[config.mk]
export PLATFORM = sky130hd
export DESIGN_NAME = binary_to_ascii_decimal_unit
export DESIGN_NICKNAME = d
export VERILOG_FILES = /design/src/rtl/bta_pkg.sv /design/src/rtl/bta_queue.sv /design/src/rtl/bta_dabble.sv /design/src/rtl/bta_emit.sv /design/src/rtl/binary_to_ascii_decimal_unit.sv
export SDC_FILE = /design/constraint.sdc
export NUM_CORES = 1
export LEC_CHECK = 0
export ABC_AREA = 1
export BUFFER_PORTS_ARGS = -buffer_cell sky130_fd_sc_hd__buf_2
export CAP_MARGIN = 0
export CORE_MARGIN = 3
export CORE_UTILIZATION = 55
export DETAILED_ROUTE_END_ITERATION = 10
export MAX_ROUTING_LAYER = met4
export PLACE_DENSITY = 0.73
export SETUP_SLACK_MARGIN = 0.5
export SLEW_MARGIN = 20
export SYNTH_ARGS = -nofsm -noshare
export SYNTH_HDL_FRONTEND = slang
export SYNTH_SLANG_ARGS = --single-unit
[constraint.sdc]
create_clock -name clk_i -period 8.7 [get_ports clk_i]
set_input_delay 0.87 -clock clk_i [delete_from_list [all_inputs] [get_ports clk_i]]
set_output_delay 0.87 -clock clk_i [all_outputs]
set_load 0.1 [all_outputs]
[src/rtl/bta_pkg.sv]
// Shared types and constants of the binary to ASCII decimal converter.
`timescale 1ns / 1ps

package bta_pkg;

  // Width of the binary value that is converted.
  localparam int VALUE_BITS = 32;
  // Greatest number of characters one value may produce.
  localparam int MAX_DIGITS = 10;
  // BCD digits that hold the largest value of VALUE_BITS bits.
  localparam int BCD_DIGITS = 10;
  localparam int BCD_W      = 4 * BCD_DIGITS;
  localparam int IDX_W      = $clog2(BCD_DIGITS);
  localparam int DCNT_W     = $clog2(BCD_DIGITS + 1);
  localparam int ITER_W     = $clog2(VALUE_BITS);

  // Front queue between the input port and the converter.
  localparam int QUEUE_DEPTH = 2;
  localparam int QPTR_W      = $clog2(QUEUE_DEPTH);
  localparam int QCNT_W      = $clog2(QUEUE_DEPTH + 1);

  // Port field widths.
  localparam int CHAR_W  = 6;
  localparam int LIMIT_W = 6;
  localparam int TDATA_W = 8;

  localparam logic [CHAR_W-1:0]  ASCII_ZERO  = 6'd48;
  localparam logic [LIMIT_W-1:0] LIMIT_RESET = 6'd16;

  // Converter sequencer states.
  typedef enum logic [1:0] {
    D_IDLE,
    D_RUN,
    D_DONE
  } dabble_state_e;

  // Character emitter states.
  typedef enum logic {
    E_IDLE,
    E_SEND
  } emit_state_e;

  // Value leaving the front queue.
  typedef struct packed {
    logic                  valid;
    logic [VALUE_BITS-1:0] value;
  } queue_out_t;

  // Finished BCD conversion, digit 0 least significant.
  typedef struct packed {
    logic                        valid;
    logic [BCD_DIGITS-1:0][3:0]  digits;
  } conv_out_t;

endpackage

[src/rtl/bta_queue.sv]
// Front part: accepts input items into a short queue of values.
`timescale 1ns / 1ps

module bta_queue (
  input  logic                         clk_i,
  input  logic                         rst_ni,
  input  logic                         s_tvalid_i,
  output logic                         s_tready_o,
  input  logic [bta_pkg::VALUE_BITS-1:0] value_i,
  output bta_pkg::queue_out_t          q_o,
  input  logic                         pop_i
);

  logic [bta_pkg::VALUE_BITS-1:0] mem_q [bta_pkg::QUEUE_DEPTH];
  logic [bta_pkg::QPTR_W-1:0]     wr_ptr_q, rd_ptr_q;
  logic [bta_pkg::QCNT_W-1:0]     cnt_q, cnt_d;
  logic                           push, pop;

  assign s_tready_o = (cnt_q != bta_pkg::QCNT_W'(bta_pkg::QUEUE_DEPTH));
  assign push       = s_tvalid_i && s_tready_o;
  assign pop        = q_o.valid && pop_i;

  assign q_o.valid = (cnt_q != '0);
  assign q_o.value = mem_q[rd_ptr_q];

  // Fill count follows pushes and pops.
  always_comb begin
    unique case ({push, pop})
      2'b10:   cnt_d = cnt_q + bta_pkg::QCNT_W'(1);
      2'b01:   cnt_d = cnt_q - bta_pkg::QCNT_W'(1);
      default: cnt_d = cnt_q;
    endcase
  end

  // Pointers wrap naturally since the depth is a power of two.
  always_ff @(posedge clk_i or negedge rst_ni) begin
    if (!rst_ni) begin
      wr_ptr_q <= '0;
      rd_ptr_q <= '0;
      cnt_q    <= '0;
    end else begin
      cnt_q <= cnt_d;
      if (push) begin
        wr_ptr_q <= wr_ptr_q + bta_pkg::QPTR_W'(1);
      end
      if (pop) begin
        rd_ptr_q <= rd_ptr_q + bta_pkg::QPTR_W'(1);
      end
    end
  end

  // Storage of queued values.
  always_ff @(posedge clk_i) begin
    if (push) begin
      mem_q[wr_ptr_q] <= value_i;
    end
  end

endmodule

[src/rtl/bta_dabble.sv]
// Back part, first stage: iterative shift-add-3 binary to BCD conversion.
`timescale 1ns / 1ps

module bta_dabble (
  input  logic                clk_i,
  input  logic                rst_ni,
  input  bta_pkg::queue_out_t q_i,
  output logic                pop_o,
  output bta_pkg::conv_out_t  conv_o,
  input  logic                conv_ready_i
);

  bta_pkg::dabble_state_e state_q, state_d;

  logic [bta_pkg::VALUE_BITS-1:0]      bin_q, bin_d;
  logic [bta_pkg::BCD_DIGITS-1:0][3:0] bcd_q, bcd_d, adj;
  logic [bta_pkg::ITER_W-1:0]          iter_q, iter_d;
  logic                                last_iter;

  assign last_iter = (iter_q == bta_pkg::ITER_W'(bta_pkg::VALUE_BITS - 1));

  // Add three to every digit of five or more before the shift.
  always_comb begin
    for (int i = 0; i < bta_pkg::BCD_DIGITS; i++) begin
      adj[i] = (bcd_q[i] >= 4'd5) ? bcd_q[i] + 4'd3 : bcd_q[i];
    end
  end

  // Next state.
  always_comb begin
    state_d = state_q;
    unique case (state_q)
      bta_pkg::D_IDLE: if (q_i.valid) state_d = bta_pkg::D_RUN;
      bta_pkg::D_RUN:  if (last_iter) state_d = bta_pkg::D_DONE;
      bta_pkg::D_DONE: if (conv_ready_i) state_d = bta_pkg::D_IDLE;
      default: state_d = bta_pkg::D_IDLE;
    endcase
  end

  // Outputs and datapath control.
  always_comb begin
    pop_o        = 1'b0;
    conv_o.valid = 1'b0;
    conv_o.digits = bcd_q;
    bin_d       = bin_q;
    bcd_d       = bcd_q;
    iter_d      = iter_q;
    unique case (state_q)
      bta_pkg::D_IDLE: begin
        pop_o  = 1'b1;
        bin_d  = q_i.value;
        bcd_d  = '0;
        iter_d = '0;
      end
      bta_pkg::D_RUN: begin
        // The top bit shifted out of the highest digit is always zero.
        bcd_d  = bta_pkg::BCD_W'({adj, bin_q[bta_pkg::VALUE_BITS-1]});
        bin_d  = {bin_q[bta_pkg::VALUE_BITS-2:0], 1'b0};
        iter_d = iter_q + bta_pkg::ITER_W'(1);
      end
      bta_pkg::D_DONE: begin
        conv_o.valid = 1'b1;
      end
      default: ;
    endcase
  end

  always_ff @(posedge clk_i or negedge rst_ni) begin
    if (!rst_ni) begin
      state_q <= bta_pkg::D_IDLE;
      iter_q  <= '0;
    end else begin
      state_q <= state_d;
      iter_q  <= iter_d;
    end
  end

  // Conversion registers carry no reset.
  always_ff @(posedge clk_i) begin
    bin_q <= bin_d;
    bcd_q <= bcd_d;
  end

endmodule

[src/rtl/bta_emit.sv]
// Back part, second stage: digit count, limit check and character output.
`timescale 1ns / 1ps

module bta_emit (
  input  logic                         clk_i,
  input  logic                         rst_ni,
  input  logic                         cfg_we_i,
  input  logic [bta_pkg::LIMIT_W-1:0]  cfg_wdata_i,
  input  bta_pkg::conv_out_t           conv_i,
  output logic                         conv_ready_o,
  output logic                         m_tvalid_o,
  input  logic                         m_tready_i,
  output logic [bta_pkg::CHAR_W-1:0]   char_o,
  output logic                         status_o,
  output logic                         last_o
);

  bta_pkg::emit_state_e state_q, state_d;

  logic [bta_pkg::LIMIT_W-1:0]         limit_q;
  logic [bta_pkg::BCD_DIGITS-1:0][3:0] digits_q;
  logic [bta_pkg::IDX_W-1:0]           idx_q;
  logic                                ovf_q;
  logic [bta_pkg::DCNT_W-1:0]          dcnt;
  logic                                ovf;
  logic                                take, load_out, idx_zero;
  logic                                out_valid_q;
  logic [bta_pkg::CHAR_W-1:0]          out_char_q;
  logic                                out_status_q, out_last_q;

  // Digit count: position of the highest nonzero digit, one for zero.
  always_comb begin
    dcnt = bta_pkg::DCNT_W'(1);
    for (int i = 1; i < bta_pkg::BCD_DIGITS; i++) begin
      if (conv_i.digits[i] != 4'd0) dcnt = bta_pkg::DCNT_W'(i + 1);
    end
  end

  assign ovf = (bta_pkg::LIMIT_W'(dcnt) > limit_q) ||
               (dcnt > bta_pkg::DCNT_W'(bta_pkg::MAX_DIGITS));

  assign idx_zero = (idx_q == '0);

  // Next state.
  always_comb begin
    state_d = state_q;
    unique case (state_q)
      bta_pkg::E_IDLE: if (conv_i.valid) state_d = bta_pkg::E_SEND;
      bta_pkg::E_SEND: if (load_out && (ovf_q || idx_zero)) state_d = bta_pkg::E_IDLE;
      default: state_d = bta_pkg::E_IDLE;
    endcase
  end

  // Handshake outputs of the state machine.
  always_comb begin
    conv_ready_o = 1'b0;
    load_out     = 1'b0;
    unique case (state_q)
      bta_pkg::E_IDLE:  conv_ready_o = 1'b1;
      bta_pkg::E_SEND:  load_out = !out_valid_q || m_tready_i;
      default: ;
    endcase
  end

  assign take = conv_i.valid && conv_ready_o;

  // Control registers and the column limit.
  always_ff @(posedge clk_i or negedge rst_ni) begin
    if (!rst_ni) begin
      state_q     <= bta_pkg::E_IDLE;
      out_valid_q <= 1'b0;
      limit_q     <= bta_pkg::LIMIT_RESET;
    end else begin
      state_q <= state_d;
      if (load_out) begin
        out_valid_q <= 1'b1;
      end else if (m_tready_i) begin
        out_valid_q <= 1'b0;
      end
      if (cfg_we_i) begin
        limit_q <= cfg_wdata_i;
      end
    end
  end

  // Digit buffer and output register; digits go out most significant first.
  always_ff @(posedge clk_i) begin
    if (take) begin
      digits_q <= conv_i.digits;
      idx_q    <= bta_pkg::IDX_W'(dcnt - bta_pkg::DCNT_W'(1));
      ovf_q    <= ovf;
    end else if (load_out) begin
      idx_q <= idx_q - bta_pkg::IDX_W'(1);
    end
    if (load_out) begin
      out_char_q   <= ovf_q ? '0 : bta_pkg::ASCII_ZERO + {2'b00, digits_q[idx_q]};
      out_status_q <= ovf_q;
      out_last_q   <= ovf_q || idx_zero;
    end
  end

  assign m_tvalid_o = out_valid_q;
  assign char_o     = out_char_q;
  assign status_o   = out_status_q;
  assign last_o     = out_last_q;

endmodule

[src/rtl/binary_to_ascii_decimal_unit.sv]
// Top level of the binary to ASCII decimal converter.
`timescale 1ns / 1ps

// Converts each unsigned 32-bit input item into its decimal digits as ASCII
// characters, one output item per character, most significant first, with
// tlast on the final character; zero gives the single character '0'. When
// the digit count exceeds the column limit (reset 16, written through
// cfg_we_i/cfg_wdata_i; the user must write it only while idle, as the block
// itself does not enforce this), one item with tuser set, a zero character
// and tlast is given instead. A two-entry input queue feeds a shift-add-3
// converter that works through a load step, 32 shift iterations and a
// hand-off for each value; the emitter sends one character per cycle when
// the output side does not stall, while the converter works on the next
// value.

module binary_to_ascii_decimal_unit (
  input  logic        clk_i,
  input  logic        rst_ni,
  input  logic        cfg_we_i,
  input  logic [5:0]  cfg_wdata_i,  // column_limit
  input  logic        s_tvalid_i,
  output logic        s_tready_o,
  input  logic [31:0] s_tdata_i,    // [31:0] value
  output logic        m_tvalid_o,
  input  logic        m_tready_i,
  output logic [7:0]  m_tdata_o,    // [5:0] ascii_char, [7:6] zero
  output logic        m_tuser_o,    // [0] status
  output logic        m_tlast_o
);

  bta_pkg::queue_out_t             q;
  bta_pkg::conv_out_t              conv;
  logic                            pop;
  logic                            conv_ready;
  logic [bta_pkg::CHAR_W-1:0]      ascii_char;

  bta_queue u_queue (
    .clk_i      (clk_i),
    .rst_ni     (rst_ni),
    .s_tvalid_i (s_tvalid_i),
    .s_tready_o (s_tready_o),
    .value_i    (s_tdata_i[bta_pkg::VALUE_BITS-1:0]),
    .q_o        (q),
    .pop_i      (pop)
  );

  bta_dabble u_dabble (
    .clk_i        (clk_i),
    .rst_ni       (rst_ni),
    .q_i          (q),
    .pop_o        (pop),
    .conv_o       (conv),
    .conv_ready_i (conv_ready)
  );

  bta_emit u_emit (
    .clk_i        (clk_i),
    .rst_ni       (rst_ni),
    .cfg_we_i     (cfg_we_i),
    .cfg_wdata_i  (cfg_wdata_i),
    .conv_i       (conv),
    .conv_ready_o (conv_ready),
    .m_tvalid_o   (m_tvalid_o),
    .m_tready_i   (m_tready_i),
    .char_o       (ascii_char),
    .status_o     (m_tuser_o),
    .last_o       (m_tlast_o)
  );

  assign m_tdata_o = {{(bta_pkg::TDATA_W - bta_pkg::CHAR_W){1'b0}}, ascii_char};

`ifndef SYNTHESIS
  // An overflow item is a lone, final item with no character.
  a_ovf_form: assert property (@(posedge clk_i) disable iff (!rst_ni)
    (m_tvalid_o && m_tuser_o) |-> (m_tlast_o && (m_tdata_o == 8'd0)))
    else $error("overflow item not last or carries a character");

  // Every ordinary item carries a decimal digit character.
  a_digit_range: assert property (@(posedge clk_i) disable iff (!rst_ni)
    (m_tvalid_o && !m_tuser_o) |-> ((m_tdata_o >= 8'd48) && (m_tdata_o <= 8'd57)))
    else $error("character outside of the digit range");

  // A finished conversion holds its digits until the emitter takes it.
  a_conv_hold: assert property (@(posedge clk_i) disable iff (!rst_ni)
    (conv.valid && !conv_ready) |=> (conv.valid && $stable(conv.digits)))
    else $error("conversion result changed before hand-off");
`endif

endmodule

==> summary.md <==
| Metric | Value |
|---|---|
| Run status | completed |
| Distinct cell type count after synthesis | 43 |
| Setup TNS after final layout | 0 ns |
| Final global-route overflow total | 0 |
| Post-Layout Cell Count | 1,041 |
| Cell total after placement | 1,003 |
| Critical setup path kind | flop to flop |
| DIE AREA | 0.01790 mm2 |
| Largest net degree at the start of global routing | 76 |
| Maximum fanout count along the critical path | 75 |
| Reg clk slew, reported paths | 0.06 ns |
| Placer's final routability congestion estimate | 0.8504 |
| DRC violation count after routing | 0 |
| Buffers added on ports | 52 |
| Via count of the first global-routing pass | 5,750 |
| Wire length per cell | 15.90 um |
| Pre-Repair DR Iteration Count | 5 |
| Clock tree skew after final layout | 0.007100 ns |
| Gate count of the mapped netlist | 757 |
| Final min period | 2.697 ns |
| Die W | 133.8 um |
| Maximum frequency from static timing analysis | 370.7 MHz |
| Number of synthesized flops with an enable pin | 188 |
| Core region area | 0.01594 mm2 |
| Total Nets Final | 879 |
| Number of antenna violations at the first check in global routing | 0 |
| CTS H-Tree Depth | 1 |
| Number of clock buffers inserted by TritonCTS | 21 |
| Maximum clock path buffer count | 3 |
| Number of slew-limit violations in the final report | 0 |
| CP max stage delay | 0.54 ns |
| Post-detailed-routing wire length | 16,550 um |
| # setup viols final | 0 |
| Power per Cell Area | 357.5 mW/mm2 |
| Detail Route Antenna Nets | 0 |
| Die Ht | 133.8 um |
| Reg2Reg Depth | 7 |
| Leakage Power | 4.041 nW |
| Worst path slowest cell | sky130_fd_sc_hd__dfrtp_1 |
| Share of synthesized cell area in and, or, nand and nor gates | 9.206% |
| Sort of element at the start of the critical path | flop |
| Worst setup path startpoint | u_dabble.state_q[1]$_DFFE_PN0P_ |
| Max-slew headroom | 32.08% |
| Yosys warning total | 0 |
| Slew at the pin closest to its max-slew limit | 1.018 ns |
| Half-perimeter wire length after detailed placement | 10,500 um |
| Initial DRC Count | 476 |
| Crit path required time | 8.94 ns |
| End-of-flow core utilization | 63.29% |
| Antenna Diode Count | 0 |
| Share of the clock period used by the worst path | 31.00% |
| Async SR Flop Fraction | 9.179% |
| Arr. time, crit path | 2.94 ns |
| Skew-Pair Late Insertion Delay | 0.50 ns |
| Adder-cell share of the synthesized area | 3.621% |
| Compound-Gate Fraction of Synth Area | 13.51% |
| Post-CTS setup buffers | 0 |
| Fraction of final layout cells sized beyond drive strength 1 | 15.39% |
| Layout overhead on the synthesized area | 12.33% |
| Worst min-delay path category | primary input to asynchronous set/reset pin |
| Xor and xnor fraction of the mapped netlist area | 0.4875% |
| Number of hold violations in the final report | 0 |
| Nature of the critical path endpoint | flop |
| Crit path cell chain | inv_4 > nor3_4 > buf_4 > inv_2 > o21a_1 > ha_1 > xor2_1 |
| Hold slack final | 0.3237 ns |
| FILL cells | 1,242 |
| Launching point of the worst reg2reg path | u_dabble.state_q[1]$_DFFE_PN0P_ |
| Wire length of the first global-routing pass | 27,080 um |
| Worst supply voltage drop on vdd | 227.2 uV |
| Share of the yosys chip area belonging to registers | 68.15% |
| Sinks on Clock Net | 207 |
| Number of synthesized register bits | 207 |
| Setup repair after global routing missed its margin | no |
| Multiplexer area fraction after synthesis | 0% |
| Syn Area/Cell | 11.87 um2 |
| Starting utilization of the core area | 56.35% |
| # resized after CTS | 0 |
| Row count | 46 |
| Top_reg_cell synth | sky130_fd_sc_hd__edfxtp_1 |
| Total track usage | 18.93% |
| Top Ports | 55 |
| Max-cap viol count | 0 |
| Dominant combinational cell family by area after synthesis | compound AO/OA/AOI/OAI gates |
| DR vias/cell | 5.561 |
| Vias after detailed routing | 5,789 |
| Area of the mapped netlist | 0.008984 mm2 |
| Root Driver | sky130_fd_sc_hd__clkbuf_16 |
| Total of hold buffers inserted after clock tree synthesis | 0 |
| Clock tree from TritonCTS | done |
[layout make-up]
class                      count  area, um2  share of cell area, %
sequential                   207       6123                  60.68
multi-input combinational    437       2422                  24.00
clock buffer                  30      589.3                  5.840
inverter                      87      329.1                  3.261
timing repair buffer          56      290.3                  2.877
tap                          216      270.3                  2.678
clock inverter                 8      66.31                 0.6572
[through the flow]
| step | power, mW | setup slack [ns] | area [um2] |
|---|---|---|---|
| 2_1_floorplan | 2.479 | 5.533 | 8987 |
| 3_3_place_gp | 2.666 | 6.055 | 9434 |
| 4_1_cts | 3.628 | 5.946 | 10090 |
| 3_5_place_dp | 2.760 | 5.944 | 9434 |
| 6_report | 3.608 | 6.003 | 10090 |
| 5_1_grt | 3.835 | 5.760 | 10090 |
[worst max-delay path: cells and delay by family, from the launching register on]
kind | cells | cell delay [ns]
DFF | 1 | 0.54
adders and majority gates | 1 | 0.21
and+or+nand+nor | 1 | 0.23
AOI/OAI and AO/OA | 1 | 0.25
xor gates and xnor gates | 1 | 0.16
buffers and inverters | 3 | 1.04
[routing by layer]
metal	track usage [%]	vias up	share of wire, %
met5	-	-	0
met4	6.057	0	2.5
met3	3.301	44	5.7
met2	32.03	181	50
met1	23.49	2783	42
li1	-	2781	-
[cell families after synthesis]
family | Yosys count
xor+xnor | 5
fa+ha+maj | 26
other cells | 1
compound gates | 217
simple gates | 187
flops | 207
buf+inv | 114
[synth_stat cells, types with 4 or more instances]
master                     number  share of area (%)
sky130_fd_sc_hd__o211a_1        6               0.67
sky130_fd_sc_hd__nor2_4         5               0.63
sky130_fd_sc_hd__ha_1          26                3.6
sky130_fd_sc_hd__o221ai_1       5               0.49
sky130_fd_sc_hd__nand2_1       94                3.9
sky130_fd_sc_hd__nand3_1        7               0.39
sky130_fd_sc_hd__nor2_1        58                2.4
sky130_fd_sc_hd__inv_1         75                3.1
sky130_fd_sc_hd__buf_1          4               0.17
sky130_fd_sc_hd__a211oi_1      10               0.84
sky130_fd_sc_hd__clkbuf_1      17               0.71
sky130_fd_sc_hd__inv_2         10               0.42
sky130_fd_sc_hd__o21ai_0       65                3.6
sky130_fd_sc_hd__nand2_2        9               0.63
sky130_fd_sc_hd__edfxtp_1     188                 63
sky130_fd_sc_hd__dfrtp_1       18                5.0
sky130_fd_sc_hd__nor3_1         5               0.28
sky130_fd_sc_hd__o22ai_1       12               0.84
sky130_fd_sc_hd__buf_4          4               0.33
sky130_fd_sc_hd__a21oi_1      105                5.8
[sequential cells by signal, summed over array words and instances, names as in the netlist, 2 cells and up]
register,flops
u_emit.limit_q,6
u_emit.char_o,5
u_dabble.conv_o,40
u_emit.idx_q,4
u_emit.digits_q,40
u_dabble.state_q,2
u_queue.cnt_q,2
u_dabble.iter_q,5
u_queue.mem_q,64
u_dabble.bin_q,32
[worst paths after layout]
kind	to	slack, ns
max	u_emit.idx_q[2]$_DFFE_PP_	6.00
min	u_emit.state_q$_DFF_PN0_	0.32
max reg2reg	u_emit.idx_q[2]$_DFFE_PP_	6.00
min reg2reg	u_emit.digits_q[5]$_DFFE_PP_	0.45
max in group asynchronous	u_queue.rd_ptr_q$_DFFE_PN0P_	8.01
min in group clk_i	u_emit.digits_q[5]$_DFFE_PP_	0.45
[where the power goes]
group / leakage [nW] / switching (mW) / internal [mW]
registers: 2.07 / 0.187 / 1.50
clock network: 0.325 / 0.358 / 0.501
logic: 1.65 / 0.721 / 0.346
total: 4.04 / 1.27 / 2.34
[cell usage in the layout, fill, tap and decap left out, drive strengths merged, types with 2 or more instances in the layout]
master / count
a211oi: 10
a21oi: 107
a22o: 2
buf: 56
clkbuf: 30
clkinv: 7
conb: 2
dfrtp: 18
edfxtp: 188
ha: 26
inv: 87
nand2: 103
nand3: 9
nor2: 66
nor3: 6
o211a: 6
o211ai: 3
o21ai: 68
o221ai: 5
o22ai: 12
xnor2: 2
xor2: 3
(Power assumes the default switching activity.)
